===== config.mk =====
export PLATFORM = sky130hd
export DESIGN_NAME = text_glyph_quad_generator_top
export DESIGN_NICKNAME = d
export VERILOG_FILES = /design/src/rtl/tgq_pkg.sv /design/src/rtl/tgq_fifo.sv /design/src/rtl/tgq_front.sv /design/src/rtl/tgq_back.sv /design/src/rtl/text_glyph_quad_generator_top.sv
export SDC_FILE = /design/constraint.sdc
export NUM_CORES = 2
export LEC_CHECK = 0
export BUFFER_PORTS_ARGS = -buffer_cell sky130_fd_sc_hd__buf_4
export CAP_MARGIN = 15
export CORE_ASPECT_RATIO = 0.75
export CORE_UTILIZATION = 64
export DETAILED_ROUTE_END_ITERATION = 8
export MAX_ROUTING_LAYER = met4
export PLACE_DENSITY = 0.82
export SLEW_MARGIN = 30
export SYNTH_ARGS = -nofsm -noshare
export SYNTH_HDL_FRONTEND = slang
export SYNTH_SLANG_ARGS = --single-unit

===== constraint.sdc =====
create_clock -name clk -period 8.7 [get_ports clk]
set_input_delay 0.435 -clock clk [delete_from_list [all_inputs] [get_ports clk]]
set_output_delay 0.435 -clock clk [all_outputs]
set_load 0.03 [all_outputs]

===== src/rtl/tgq_pkg.sv =====
// Shared types, constants and helpers of the text glyph quad generator.
package tgq_pkg;

  localparam int PEN_W      = 14;
  localparam int SCALE_W    = 11;
  localparam int WIN_W      = 13;
  localparam int CODE_W     = 8;
  localparam int VTX_W      = 24;
  localparam int TEX_W      = 5;
  localparam int SUM_W      = PEN_W + SCALE_W + 1;
  localparam int DX_W       = SCALE_W + 4;
  localparam int CFG_IDX_W  = 3;
  localparam int CFG_DATA_W = 13;

  localparam int GLYPH_HEIGHT_DEF = 16;
  localparam int CMD_DEPTH_DEF    = 2;
  localparam int OUT_DEPTH_DEF    = 2;

  localparam int ADV_NARROW = 7;
  localparam int ADV_WIDE   = 14;

  localparam logic [CODE_W-1:0] CHAR_FIRST = 8'h20;
  localparam logic [CODE_W-1:0] CHAR_LAST  = 8'h7F;
  localparam logic [CODE_W-1:0] CHAR_LOW   = 8'h40;
  localparam logic [CODE_W-1:0] CHAR_MID   = 8'h60;
  localparam logic [CODE_W-1:0] OFS_HIGH   = 8'h80;
  localparam logic [CODE_W-1:0] OFS_MID    = 8'h40;

  // Configuration register indexes.
  localparam logic [CFG_IDX_W-1:0] REG_SCALE_X  = 3'd0;
  localparam logic [CFG_IDX_W-1:0] REG_SCALE_Y  = 3'd1;
  localparam logic [CFG_IDX_W-1:0] REG_NARROW   = 3'd2;
  localparam logic [CFG_IDX_W-1:0] REG_FLIP     = 3'd3;
  localparam logic [CFG_IDX_W-1:0] REG_WIN_H    = 3'd4;

  localparam logic [SCALE_W-1:0] SCALE_RST = 11'd256;
  localparam logic [WIN_W-1:0]   WIN_H_RST = 13'd1080;

  // Vertex order of the quad: bit i picks the right column / bottom row for vertex i.
  localparam int          VTX_PER_QUAD = 6;
  localparam logic [5:0]  VTX_SEL_X    = 6'b010110;
  localparam logic [5:0]  VTX_SEL_Y    = 6'b110100;

  typedef struct packed {
    logic [SCALE_W-1:0] scale_x;
    logic [SCALE_W-1:0] scale_y;
    logic               narrow;
    logic               flip;
    logic [WIN_W-1:0]   win_h;
  } cfg_t;

  typedef struct packed {
    logic signed [PEN_W-1:0] pen_col;
    logic signed [PEN_W-1:0] pen_row;
    logic [CODE_W-1:0]       code;
  } cmd_t;

  typedef struct packed {
    logic signed [VTX_W-1:0] x;
    logic signed [VTX_W-1:0] y;
    logic [TEX_W-1:0]        s;
    logic [TEX_W-1:0]        t;
    logic                    last;
  } vtx_t;

  // Move a printable byte into the glyph sheet.
  function automatic logic [CODE_W-1:0] remap(input logic [CODE_W-1:0] c);
    logic [CODE_W-1:0] r;
    if (c < CHAR_LOW) r = c + OFS_HIGH;
    else if (c < CHAR_MID) r = c + OFS_MID;
    else r = c + OFS_HIGH;
    return r;
  endfunction

  // Clamp to the signed vertex range.
  function automatic logic signed [VTX_W-1:0] sat_vtx(input logic signed [SUM_W-1:0] v);
    logic signed [VTX_W-1:0] r;
    if (v[SUM_W-1:VTX_W-1] == '0 || v[SUM_W-1:VTX_W-1] == '1) r = v[VTX_W-1:0];
    else if (v[SUM_W-1]) r = {1'b1, {(VTX_W-1){1'b0}}};
    else r = {1'b0, {(VTX_W-1){1'b1}}};
    return r;
  endfunction

endpackage


===== src/rtl/tgq_fifo.sv =====
// Small synchronous queue with first-word fall-through read.
module tgq_fifo import tgq_pkg::*; #(
  parameter int WIDTH = 8,
  parameter int DEPTH = CMD_DEPTH_DEF
) (
  input  logic             clk,
  input  logic             rst,
  input  logic             push,
  input  logic [WIDTH-1:0] din,
  output logic             full,
  input  logic             pop,
  output logic [WIDTH-1:0] dout,
  output logic             empty
);

  localparam int PTR_W = (DEPTH > 1) ? $clog2(DEPTH) : 1;
  localparam int CNT_W = $clog2(DEPTH + 1);
  localparam logic [CNT_W-1:0] DEPTH_C = CNT_W'(DEPTH);
  localparam logic [PTR_W-1:0] LAST_P  = PTR_W'(DEPTH - 1);

  logic [WIDTH-1:0] mem [DEPTH];
  logic [PTR_W-1:0] wr_ptr;
  logic [PTR_W-1:0] rd_ptr;
  logic [CNT_W-1:0] count;
  logic             do_push;
  logic             do_pop;

  assign full    = (count == DEPTH_C);
  assign empty   = (count == '0);
  assign do_push = push & ~full;
  assign do_pop  = pop & ~empty;
  assign dout    = mem[rd_ptr];

  always_ff @(posedge clk) begin
    if (do_push) begin
      mem[wr_ptr] <= din;
    end
  end

  always_ff @(posedge clk) begin
    if (rst) begin
      wr_ptr <= '0;
      rd_ptr <= '0;
      count  <= '0;
    end else begin
      if (do_push) begin
        wr_ptr <= (wr_ptr == LAST_P) ? '0 : wr_ptr + 1'b1;
      end
      if (do_pop) begin
        rd_ptr <= (rd_ptr == LAST_P) ? '0 : rd_ptr + 1'b1;
      end
      if (do_push && !do_pop) begin
        count <= count + 1'b1;
      end else if (do_pop && !do_push) begin
        count <= count - 1'b1;
      end
    end
  end

endmodule


===== src/rtl/tgq_front.sv =====
// Front end: takes characters, tracks the pen and skip flag, queues drawable glyphs.
module tgq_front import tgq_pkg::*; (
  input  logic                    clk,
  input  logic                    rst,
  input  cfg_t                    cfg,
  input  logic                    push,
  input  logic                    new_text,
  input  logic signed [PEN_W-1:0] start_x,
  input  logic signed [PEN_W-1:0] start_y,
  input  logic [CODE_W-1:0]       char_code,
  input  logic                    cmd_full,
  output logic                    cmd_push,
  output cmd_t                    cmd_data
);

  logic signed [PEN_W-1:0] pen_col;
  logic signed [PEN_W-1:0] pen_row;
  logic                    skip_text;

  logic                    accept;
  logic signed [PEN_W-1:0] col_eff;
  logic signed [PEN_W-1:0] row_eff;
  logic                    skip_eff;
  logic                    printable;
  logic                    draw;
  logic signed [PEN_W:0]   adv;
  logic signed [PEN_W:0]   pen_sum;
  logic signed [PEN_W-1:0] pen_col_next;

  always_comb begin
    accept    = push & ~cmd_full;
    col_eff   = new_text ? start_x : pen_col;
    row_eff   = new_text ? start_y : pen_row;
    skip_eff  = new_text ? (start_y[PEN_W-1] || (start_y > $signed({1'b0, cfg.win_h})))
                         : skip_text;
    printable = (char_code >= CHAR_FIRST) && (char_code <= CHAR_LAST);
    draw      = ~skip_eff & printable;
    adv       = cfg.narrow ? (PEN_W+1)'(ADV_NARROW) : (PEN_W+1)'(ADV_WIDE);
    pen_sum   = {col_eff[PEN_W-1], col_eff} + adv;
    // advance is positive, so only the top end can overflow
    if (pen_sum[PEN_W] != pen_sum[PEN_W-1]) begin
      pen_col_next = {1'b0, {(PEN_W-1){1'b1}}};
    end else begin
      pen_col_next = pen_sum[PEN_W-1:0];
    end
  end

  assign cmd_push         = accept & draw;
  assign cmd_data.pen_col = col_eff;
  assign cmd_data.pen_row = row_eff;
  assign cmd_data.code    = remap(char_code);

  always_ff @(posedge clk) begin
    if (rst) begin
      pen_col   <= '0;
      pen_row   <= '0;
      skip_text <= 1'b0;
    end else if (accept) begin
      pen_col   <= draw ? pen_col_next : col_eff;
      pen_row   <= row_eff;
      skip_text <= skip_eff;
    end
  end

endmodule


===== src/rtl/tgq_back.sv =====
// Back end: scales the pen, builds the quad corners and sends out six vertices.
module tgq_back import tgq_pkg::*; #(
  parameter int GLYPH_HEIGHT = GLYPH_HEIGHT_DEF
) (
  input  logic clk,
  input  logic rst,
  input  cfg_t cfg,
  input  logic cmd_empty,
  input  cmd_t cmd_data,
  output logic cmd_pop,
  input  logic out_full,
  output logic out_push,
  output vtx_t out_data
);

  localparam int DY_W = SCALE_W + $clog2(GLYPH_HEIGHT + 1);
  localparam logic [2:0] LAST_VTX = 3'(VTX_PER_QUAD - 1);

  // product stage
  logic                    p_v;
  logic signed [SUM_W-1:0] p_x0;
  logic signed [SUM_W-1:0] p_y0;
  logic [DX_W-1:0]         p_dx;
  logic [DY_W-1:0]         p_dy;
  logic [CODE_W-1:0]       p_code;

  // quad register and vertex sequencer
  logic                    q_v;
  logic [2:0]              vcnt;
  logic signed [VTX_W-1:0] q_x0, q_x1, q_y0, q_y1;
  logic [TEX_W-1:0]        q_s0, q_s1, q_t0, q_t1;

  logic                    emit;
  logic                    q_done;
  logic                    q_load;
  logic                    p_load_ok;
  logic [DX_W-1:0]         sx_ext;
  logic [DX_W-1:0]         dx7;
  logic signed [SUM_W-1:0] x1_sum;
  logic signed [SUM_W-1:0] y1_sum;
  logic [TEX_W-1:0]        col5;
  logic [TEX_W-1:0]        row5;

  always_comb begin
    emit      = q_v & ~out_full;
    q_done    = emit && (vcnt == LAST_VTX);
    q_load    = p_v && (!q_v || q_done);
    p_load_ok = !p_v || q_load;
    cmd_pop   = !cmd_empty && p_load_ok;
    sx_ext    = DX_W'(cfg.scale_x);
    dx7       = (sx_ext << 3) - sx_ext;
    x1_sum    = p_x0 + $signed(SUM_W'(p_dx));
    y1_sum    = p_y0 + $signed(SUM_W'(p_dy));
    col5      = TEX_W'(p_code[3:0]);
    row5      = TEX_W'(p_code[7:4]);
  end

  always_ff @(posedge clk) begin
    if (cmd_pop) begin
      p_x0   <= cmd_data.pen_col * $signed({1'b0, cfg.scale_x});
      p_y0   <= cmd_data.pen_row * $signed({1'b0, cfg.scale_y});
      p_dx   <= cfg.narrow ? dx7 : (dx7 << 1);
      p_dy   <= DY_W'(cfg.scale_y) * DY_W'(GLYPH_HEIGHT);
      p_code <= cmd_data.code;
    end
    if (q_load) begin
      q_x0 <= sat_vtx(p_x0);
      q_x1 <= sat_vtx(x1_sum);
      q_y0 <= sat_vtx(p_y0);
      q_y1 <= sat_vtx(y1_sum);
      q_s0 <= col5;
      q_s1 <= col5 + 1'b1;
      q_t0 <= cfg.flip ? row5 + 1'b1 : row5;
      q_t1 <= cfg.flip ? row5 : row5 + 1'b1;
    end
  end

  always_ff @(posedge clk) begin
    if (rst) begin
      p_v  <= 1'b0;
      q_v  <= 1'b0;
      vcnt <= '0;
    end else begin
      if (cmd_pop) begin
        p_v <= 1'b1;
      end else if (q_load) begin
        p_v <= 1'b0;
      end
      if (q_load) begin
        q_v  <= 1'b1;
        vcnt <= '0;
      end else if (q_done) begin
        q_v  <= 1'b0;
        vcnt <= '0;
      end else if (emit) begin
        vcnt <= vcnt + 1'b1;
      end
    end
  end

  assign out_push      = emit;
  assign out_data.x    = VTX_SEL_X[vcnt] ? q_x1 : q_x0;
  assign out_data.y    = VTX_SEL_Y[vcnt] ? q_y1 : q_y0;
  assign out_data.s    = VTX_SEL_X[vcnt] ? q_s1 : q_s0;
  assign out_data.t    = VTX_SEL_Y[vcnt] ? q_t1 : q_t0;
  assign out_data.last = (vcnt == LAST_VTX);

endmodule


===== src/rtl/text_glyph_quad_generator_top.sv =====
// Top level of the text glyph quad generator: config registers, front, queues, back.
//
//  channel | handshake               | payload
//  --------+-------------------------+---------------------------------------------
//  input   | push / full             | new_text, start_x, start_y, char_code
//  result  | empty / pop             | vertex_x, vertex_y, tex_s, tex_t, last_vertex
//  config  | cfg_we (no wait)        | cfg_index, cfg_data
//
// One character transfer per cycle while the command queue has room. Skipped and
// non-printable characters only update pen state and take no queue slot.
// A drawn glyph holds the vertex sequencer for its six vertices, one vertex per cycle
// while the output queue has room; the next glyph loads as the last vertex goes out.
// First vertex passes the command queue, product stage, quad register and output queue.
// rst is synchronous and clears pen, skip flag, queues and registers to defaults.
// A stalled result side fills the output queue, then the command queue, then full rises.
module text_glyph_quad_generator_top import tgq_pkg::*; #(
  parameter int GLYPH_HEIGHT = GLYPH_HEIGHT_DEF,
  parameter int CMD_DEPTH    = CMD_DEPTH_DEF,
  parameter int OUT_DEPTH    = OUT_DEPTH_DEF
) (
  input  logic                    clk,
  input  logic                    rst,
  // config write port
  input  logic                    cfg_we,
  input  logic [CFG_IDX_W-1:0]    cfg_index,
  input  logic [CFG_DATA_W-1:0]   cfg_data,
  // character input
  input  logic                    push,
  output logic                    full,
  input  logic                    new_text,
  input  logic signed [PEN_W-1:0] start_x,
  input  logic signed [PEN_W-1:0] start_y,
  input  logic [CODE_W-1:0]       char_code,
  // vertex output
  output logic                    empty,
  input  logic                    pop,
  output logic signed [VTX_W-1:0] vertex_x,
  output logic signed [VTX_W-1:0] vertex_y,
  output logic [TEX_W-1:0]        tex_s,
  output logic [TEX_W-1:0]        tex_t,
  output logic                    last_vertex
);

  cfg_t cfg;

  logic cmd_push;
  cmd_t cmd_in;
  logic cmd_full;
  logic cmd_pop;
  cmd_t cmd_head;
  logic cmd_empty;

  logic out_push;
  vtx_t out_in;
  logic out_full;
  vtx_t out_head;

  // Config registers; the user must write them only while the block is idle, not enforced here.
  always_ff @(posedge clk) begin
    if (rst) begin
      cfg.scale_x <= SCALE_RST;
      cfg.scale_y <= SCALE_RST;
      cfg.narrow  <= 1'b0;
      cfg.flip    <= 1'b0;
      cfg.win_h   <= WIN_H_RST;
    end else if (cfg_we) begin
      unique case (cfg_index)
        REG_SCALE_X: cfg.scale_x <= cfg_data[SCALE_W-1:0];
        REG_SCALE_Y: cfg.scale_y <= cfg_data[SCALE_W-1:0];
        REG_NARROW:  cfg.narrow  <= cfg_data[0];
        REG_FLIP:    cfg.flip    <= cfg_data[0];
        REG_WIN_H:   cfg.win_h   <= cfg_data[WIN_W-1:0];
        default: ;
      endcase
    end
  end

  // input side stalls only on the command queue
  assign full = cmd_full;

  tgq_front u_front (
    .clk       (clk),
    .rst       (rst),
    .cfg       (cfg),
    .push      (push),
    .new_text  (new_text),
    .start_x   (start_x),
    .start_y   (start_y),
    .char_code (char_code),
    .cmd_full  (cmd_full),
    .cmd_push  (cmd_push),
    .cmd_data  (cmd_in)
  );

  tgq_fifo #(
    .WIDTH ($bits(cmd_t)),
    .DEPTH (CMD_DEPTH)
  ) u_cmd_q (
    .clk   (clk),
    .rst   (rst),
    .push  (cmd_push),
    .din   (cmd_in),
    .full  (cmd_full),
    .pop   (cmd_pop),
    .dout  (cmd_head),
    .empty (cmd_empty)
  );

  tgq_back #(
    .GLYPH_HEIGHT (GLYPH_HEIGHT)
  ) u_back (
    .clk       (clk),
    .rst       (rst),
    .cfg       (cfg),
    .cmd_empty (cmd_empty),
    .cmd_data  (cmd_head),
    .cmd_pop   (cmd_pop),
    .out_full  (out_full),
    .out_push  (out_push),
    .out_data  (out_in)
  );

  // output queue decouples the vertex sequencer from the consumer
  tgq_fifo #(
    .WIDTH ($bits(vtx_t)),
    .DEPTH (OUT_DEPTH)
  ) u_out_q (
    .clk   (clk),
    .rst   (rst),
    .push  (out_push),
    .din   (out_in),
    .full  (out_full),
    .pop   (pop),
    .dout  (out_head),
    .empty (empty)
  );

  assign vertex_x    = out_head.x;
  assign vertex_y    = out_head.y;
  assign tex_s       = out_head.s;
  assign tex_t       = out_head.t;
  assign last_vertex = out_head.last;

endmodule


* Word-level counts from Yosys, hierarchy flattened *
Memories as Yosys holds them, arrays and structs flattened. A register that Yosys moved wholly into a read port is not among the register bits.
Index checks and enable logic that the tools add are counted.

word-level totals
  flip-flop bits (word level) = 280
  memories = 4
  output and inout port bits = 61
  logic and storage cells = 175
  bits of input ports = 58
  bits in read-only memories = 16
  memory bits (writable) = 190

memories
  name              words  bits a word  rd ports  clocked after Yosys merged registers in  wr ports  RTL line         source
  u_out_q.mem       2      59           1         1                                        1         tgq_fifo.sv:21   logic [WIDTH-1:0] mem [DEPTH];
  u_cmd_q.mem       2      36           1         1                                        1         tgq_fifo.sv:21
  (name not given)  8      1            1         1                                        0         tgq_back.sv:103  assign out_data.y = VTX_SEL_Y[vcnt] ? q_y1 : q_y0;
  (name not given)  8      1            1         1                                        0         tgq_back.sv:102  assign out_data.x = VTX_SEL_X[vcnt] ? q_x1 : q_x0;

cells by class
  bitwise gates (word level) = 13
  reduce and logical (&&, ||, !) cells = 39
  equality and inequality tests = 12
  order comparisons = 6
  mux-type cells = 49
  multiply operators = 2
  $add $sub $neg = 17

operator list
  operator                                                     number
  2-to-1 mux 24 bit                                            10
  2-to-1 mux 14 bit                                            4
  adder 26 x 16 -> 26 bit                                      2
  multiplier 14 x 12 -> 26 bit                                 2
  2-to-1 mux 1 bit                                             19
  equality test 3 bit (second input constant)                  6
  less-than comparator 8 x 7 -> 1 bit (second input constant)  2
  2-to-1 mux 8 bit                                             2
  adder 15 bit                                                 1
  zero test 3 bit                                              5
  2-to-1 mux 15 bit                                            1
  subtractor 14 x 11 -> 15 bit                                 1
  > comparator 14 bit                                          1
  2-to-1 mux 3 bit                                             4
  2-to-1 mux 4 bit                                             3
  adder 4 x 1 -> 5 bit (second input constant)                 2
  2-to-1 mux 5 bit                                             2
  AND reduction 2 bit                                          5
  adder 8 x 7 -> 8 bit (second input constant)                 1
  adder 8 bit (second input constant)                          1
  bitwise AND 1 bit                                            8
  >= comparator 8 x 6 -> 1 bit (second input constant)         1
  <= comparator 8 x 7 -> 1 bit (second input constant)         1
  logical AND 1 bit                                            8
  16 further kinds                                             46

* Logic depth before layout (Yosys ltp) *
  depth after elaboration = 12
  depth in mapped cells = 24
  depth with buffers taken out = 21

* By module *
A second synthesis with hierarchy kept.

unflattened totals
  cell total of the unflattened synthesis = 3,015
  area, all modules = 33,656.0 um^2

modules (own cells, without submodules)
  module                         sequential area each (um^2)  times used  cells each  area each (um^2)
  tgq_back                       6,175.9                      1           2,228       22,380.2
  tgq_fifo at u_out_q            3,643.5                      1           209         4,479.3
  tgq_fifo at u_cmd_q            2,262.2                      1           137         2,807.7
  tgq_front                      580.6                        1           296         2,441.1
  text_glyph_quad_generator_top  740.7                        1           145         1,547.7

* Least setup slack after synthesis *
No wires, ideal clock.

  path kind = register to register
  start = register u_out_q.count[0]
  end = register with a tool-made name
  library setup time = 0.072 ns
  slack = 1.671 ns
  data required time = 8.628 ns
  buffers on the path = 1
  arrival = 6.958 ns
  clock period less this slack = 7.029 ns
  stages on the path, launching flop included = 11
  cell sequence = dfxtp_1 clkbuf_1 o21ai_2 nor2_1 nor2b_1 nor2b_1 or3_1 nor2b_1 inv_1 ha_1 mux2i_1

RTL lines
  element                 RTL line        source
  start, declared         tgq_fifo.sv:24  logic [CNT_W-1:0] count;
  start signal, assigned  tgq_fifo.sv:53  count <= count + 1'b1;
  start signal, assigned  tgq_fifo.sv:55  count <= count - 1'b1;

==> impl_metrics.csv <==
group,metric,value,unit
sta,timing.final.crit_share,0.773,
clock_tree,clock_sinks,474,
placement,place_congestion,0.913,
clock_tree,post_cts.repair.setup_buffers,0,
route,detail_route.drc_violations,0,
layout,mostFrequentLayoutCells,"468 x inv_1, 391 x edfxtp_1, 341 x nand2_1",
placement,place.detailed.hpwl,51500,um
sta,slew_headroom,0.361,
power_and_ir_drop,vdd_ir_drop_max,0.169,mV
clock_tree,cts-root-buf,"clkbuf_16",
logic_synthesis,synth.cell_area,32700,sq um
layout,postLayoutCellArea,35700,sq um
logic_synthesis,syn_avg_cell_area,11.0,sq um
setup_path,path_delay_family,"adder cells",
route,drt_pass1_iterations,7,
logic_synthesis,ys_seq_area_frac,0.409,
sta,final.setup_skew,26.7,ps
sta,slew_viol_final,0,
logic_synthesis,yosys_warnings,0,
setup_path,timing.critical_path.slowest_cell_delay,790,ps
sta,maxClockFrequency,149,MHz
route,vias,21400,
setup_path,timing.critical_path.required,9020,ps
sta,rsz0062_at_grt,"false",
global_routing,maximum_number_of_pins_on_one_net_before_global_route_repair,87,
layout,layout_cell_share_with_drive_strength_beyond_1,0.150,
layout,area_of_the_multi_input_gates,17100,sq um
global_routing,antenna_found_initial,1,
placement,place.detailed.instances,3639,
clock_tree,cells_resized_by_post_cts_repair,0,
setup_path,cp_data_arrival_time,7050,ps
placement,numPortBuffers,118,
logic_synthesis,yosys.cell_types.count,81,
floorplan,top_level_ports,119,
clock_tree,skew_pair_late_insertion_delay,590,ps
setup_path,timing.critical_path.from_type,"register",
route,totalWireLength,69400,um
floorplan,die_height,198,um
setup_path,timing.critical_path.to_type,"register",
logic_synthesis,yosys_most_used_dff,"edfxtp_1",
route,initialDrtViolationCount,1597,
setup_path,critPathBufInv,5,
power_and_ir_drop,p_leak,15.1,nW
logic_synthesis,ys_ff_latch,474,
floorplan,core,50300,sq um
clock_tree,post_cts_hold_buffer_count,0,
power_and_ir_drop,power_density,263,nW/um^2
route,route.detailed.vias_per_inst,5.74,
sta,min_period,6720,ps
global_routing,first_pass_grt_wire_length,113000,um
setup_path,critPathSlowestCell,"dfxtp_2",
global_routing,grt.total_usage,0.282,
layout,fin_cells,3723,
global_routing,first_global_vias,21500,
route,routedWlPerCell,18.6,um
layout,area.sequential,13400,sq um
clock_tree,cts_made_buffers,45,
setup_path,crit_type,"reg2reg",
clock_tree,clock_tree.htree_level_count,2,
floorplan,rows,71,
setup_path,cell_chain_of_the_critical_path,"buf_4 > mux2_2 > and2_1 > fa_1 > inv_1 > fa_1 > inv_1 > fa_1 > fa_1 > inv_1 > fa_1 > inv_1 > ha_1 > and2_1 > a31o_2 > a211oi_1 > o21ai_0 > a311o_1 > xor2_1",
sta,tightestPinTransition,958,ps
setup_path,critical-path-top-cell-by-count,"fa_1",
run_status,run_status,"finished clean",
clock_tree,cts_tree,"built",
setup_path,timing.critical_path.fanout_max,23,
layout,layout.filler_cells,3425,
logic_synthesis,syn_inst,2969,
layout,flow.area_growth_from_synthesis,9.04,%
flow_run,max_cap_viol_count,0,
global_routing,grt.overflow.total,0,
sta,final-hold-violation-count,0,
hold_path,hp-class,"in2reg",
layout,mostFrequentLayoutCell,"inv_1",
sta,final.setup.tns,0,ps
clock_tree,buffers_from_clock_root_to_sink_at_most,3,
logic_synthesis,async_reset_ff_frac,0,
floorplan,die_width,263,um
logic_synthesis,syn-num-nets,3490,
layout,finalCoreUtilization,0.710,
floorplan,fp.dieArea,52100,sq um
clock_tree,cts.reportedPaths.clkPinSlew,60,ps
floorplan,start_util,0.651,
sta,setup_viol_count_final,0,
layout,nets,3550,
power_and_ir_drop,report.power.total,9.39,mW
route,drt.antenna.violating_nets,0,
logic_synthesis,synth_edf_count,391,
placement,placedInstanceArea,34100,sq um
-- cell type report --
| class | instances | share of cell area |
|---|---|---|
| multi-input cells | 1902 | 0.479 |
| repair buffers | 135 | 0.0292 |
| inverters | 471 | 0.0496 |
| diodes | 1 | 0.0000701 |
| well taps | 657 | 0.0230 |
| flip-flops and latches | 474 | 0.376 |
| clock buffers | 49 | 0.0320 |
| clock inverters | 34 | 0.0112 |
-- path summary, 6_finish.rpt --
path	endpoint	slack [ps]	cells after the start	from
worst max-delay path	u_back.p_y0[21]	1980	19	register
worst min-delay path	u_cmd_q.mem[0][0]	50	1	char_code[0]
worst max register to register	u_back.p_y0[21]	1980	19	register
worst min register to register	u_front.pen_row[7]	460	2	u_front.pen_row[7]
-- through the flow --
step	setup slack, ps	hold WS (ps)
2_1_floorplan	1670	434
6_report	1980	47.0
4_1_cts	2040	19.5
5_1_grt	1630	14.6
3_3_place_gp	2180	439
3_5_place_dp	2070	445
-- flip-flops by register name, indices dropped and copies added, names as in the netlist, 2 cells and up, named ones only --
name and cells:
u_back.q_x0 24, cfg 37, u_back.p_x0 26, u_cmd_q.mem 72, u_back.q_s1 5, u_back.p_dx 15, u_back.q_t0 5, u_back.q_x1 24
u_back.p_code 8, u_front.pen_row 14, u_back.q_s0 4, u_out_q.count 2, u_back.q_y1 24, u_cmd_q.count 2, u_front.pen_col 14, u_back.q_t1 5
u_back.q_y0 24, u_back.p_y0 26, u_out_q.mem 118, u_back.vcnt 3, u_back.p_dy 11
-- cell families after synthesis --
kind of cell,Yosys count,synth area share
AO/OA/AOI/OAI,344,0.0729
XOR/XNOR,112,0.0300
adder cells (fa/ha/maj),463,0.243
buffers and inverters,593,0.0692
flip-flops,474,0.409
multiplexers,195,0.0667
AND/OR/NAND/NOR,788,0.109
-- report_power, final --
part / switching (mW) / total [mW] / internal [mW]
Sequential: 0.292 / 3.59 / 3.30
Combinational: 2.31 / 3.75 / 1.44
Clock: 0.870 / 2.04 / 1.17
-- Yosys cell counts (10+ instances only) --
cell / number / area (sq um)
a211oi_1: 10 / 75.1
a21o_1: 25 / 188
a21oi_1: 104 / 521
and2_1: 103 / 644
and3_1: 11 / 68.8
buf_1: 11 / 41.3
buf_2: 10 / 50.1
clkbuf_1: 97 / 364
dfxtp_1: 83 / 1660
edfxtp_1: 391 / 11700
fa_1: 288 / 5770
ha_1: 175 / 2190
inv_1: 469 / 1760
mux2_2: 185 / 2080
mux2i_1: 10 / 100
nand2_1: 341 / 1280
nand2b_1: 14 / 87.6
nand3_1: 22 / 110
nand4_1: 19 / 119
nor2_1: 199 / 747
nor2b_1: 12 / 75.1
nor3_1: 21 / 105
o211ai_1: 13 / 97.6
o21a_1: 19 / 143
o21ai_0: 40 / 200
o21ai_2: 21 / 184
o31ai_1: 29 / 218
or3_1: 14 / 87.6
xnor2_1: 62 / 543
xor2_1: 50 / 438
-- worst register-to-register path, stage by stage (launching register included) --
cell,delay (ps)
dfxtp_2,790
buf_4,390
mux2_2,480
and2_1,210
fa_1,530
inv_1,50
fa_1,530
inv_1,50
fa_1,380
fa_1,510
inv_1,50
fa_1,470
inv_1,40
ha_1,340
and2_1,200
a31o_2,220
a211oi_1,440
o21ai_0,260
a311o_1,380
xor2_1,140
-- per-layer routing --
metal	share of wire	track usage
met1	0.46	0.409
met2	0.44	0.412
met3	0.086	0.0556
met4	0.018	0.0630
met5	0	-
Power figures use the tool's default switching activity.
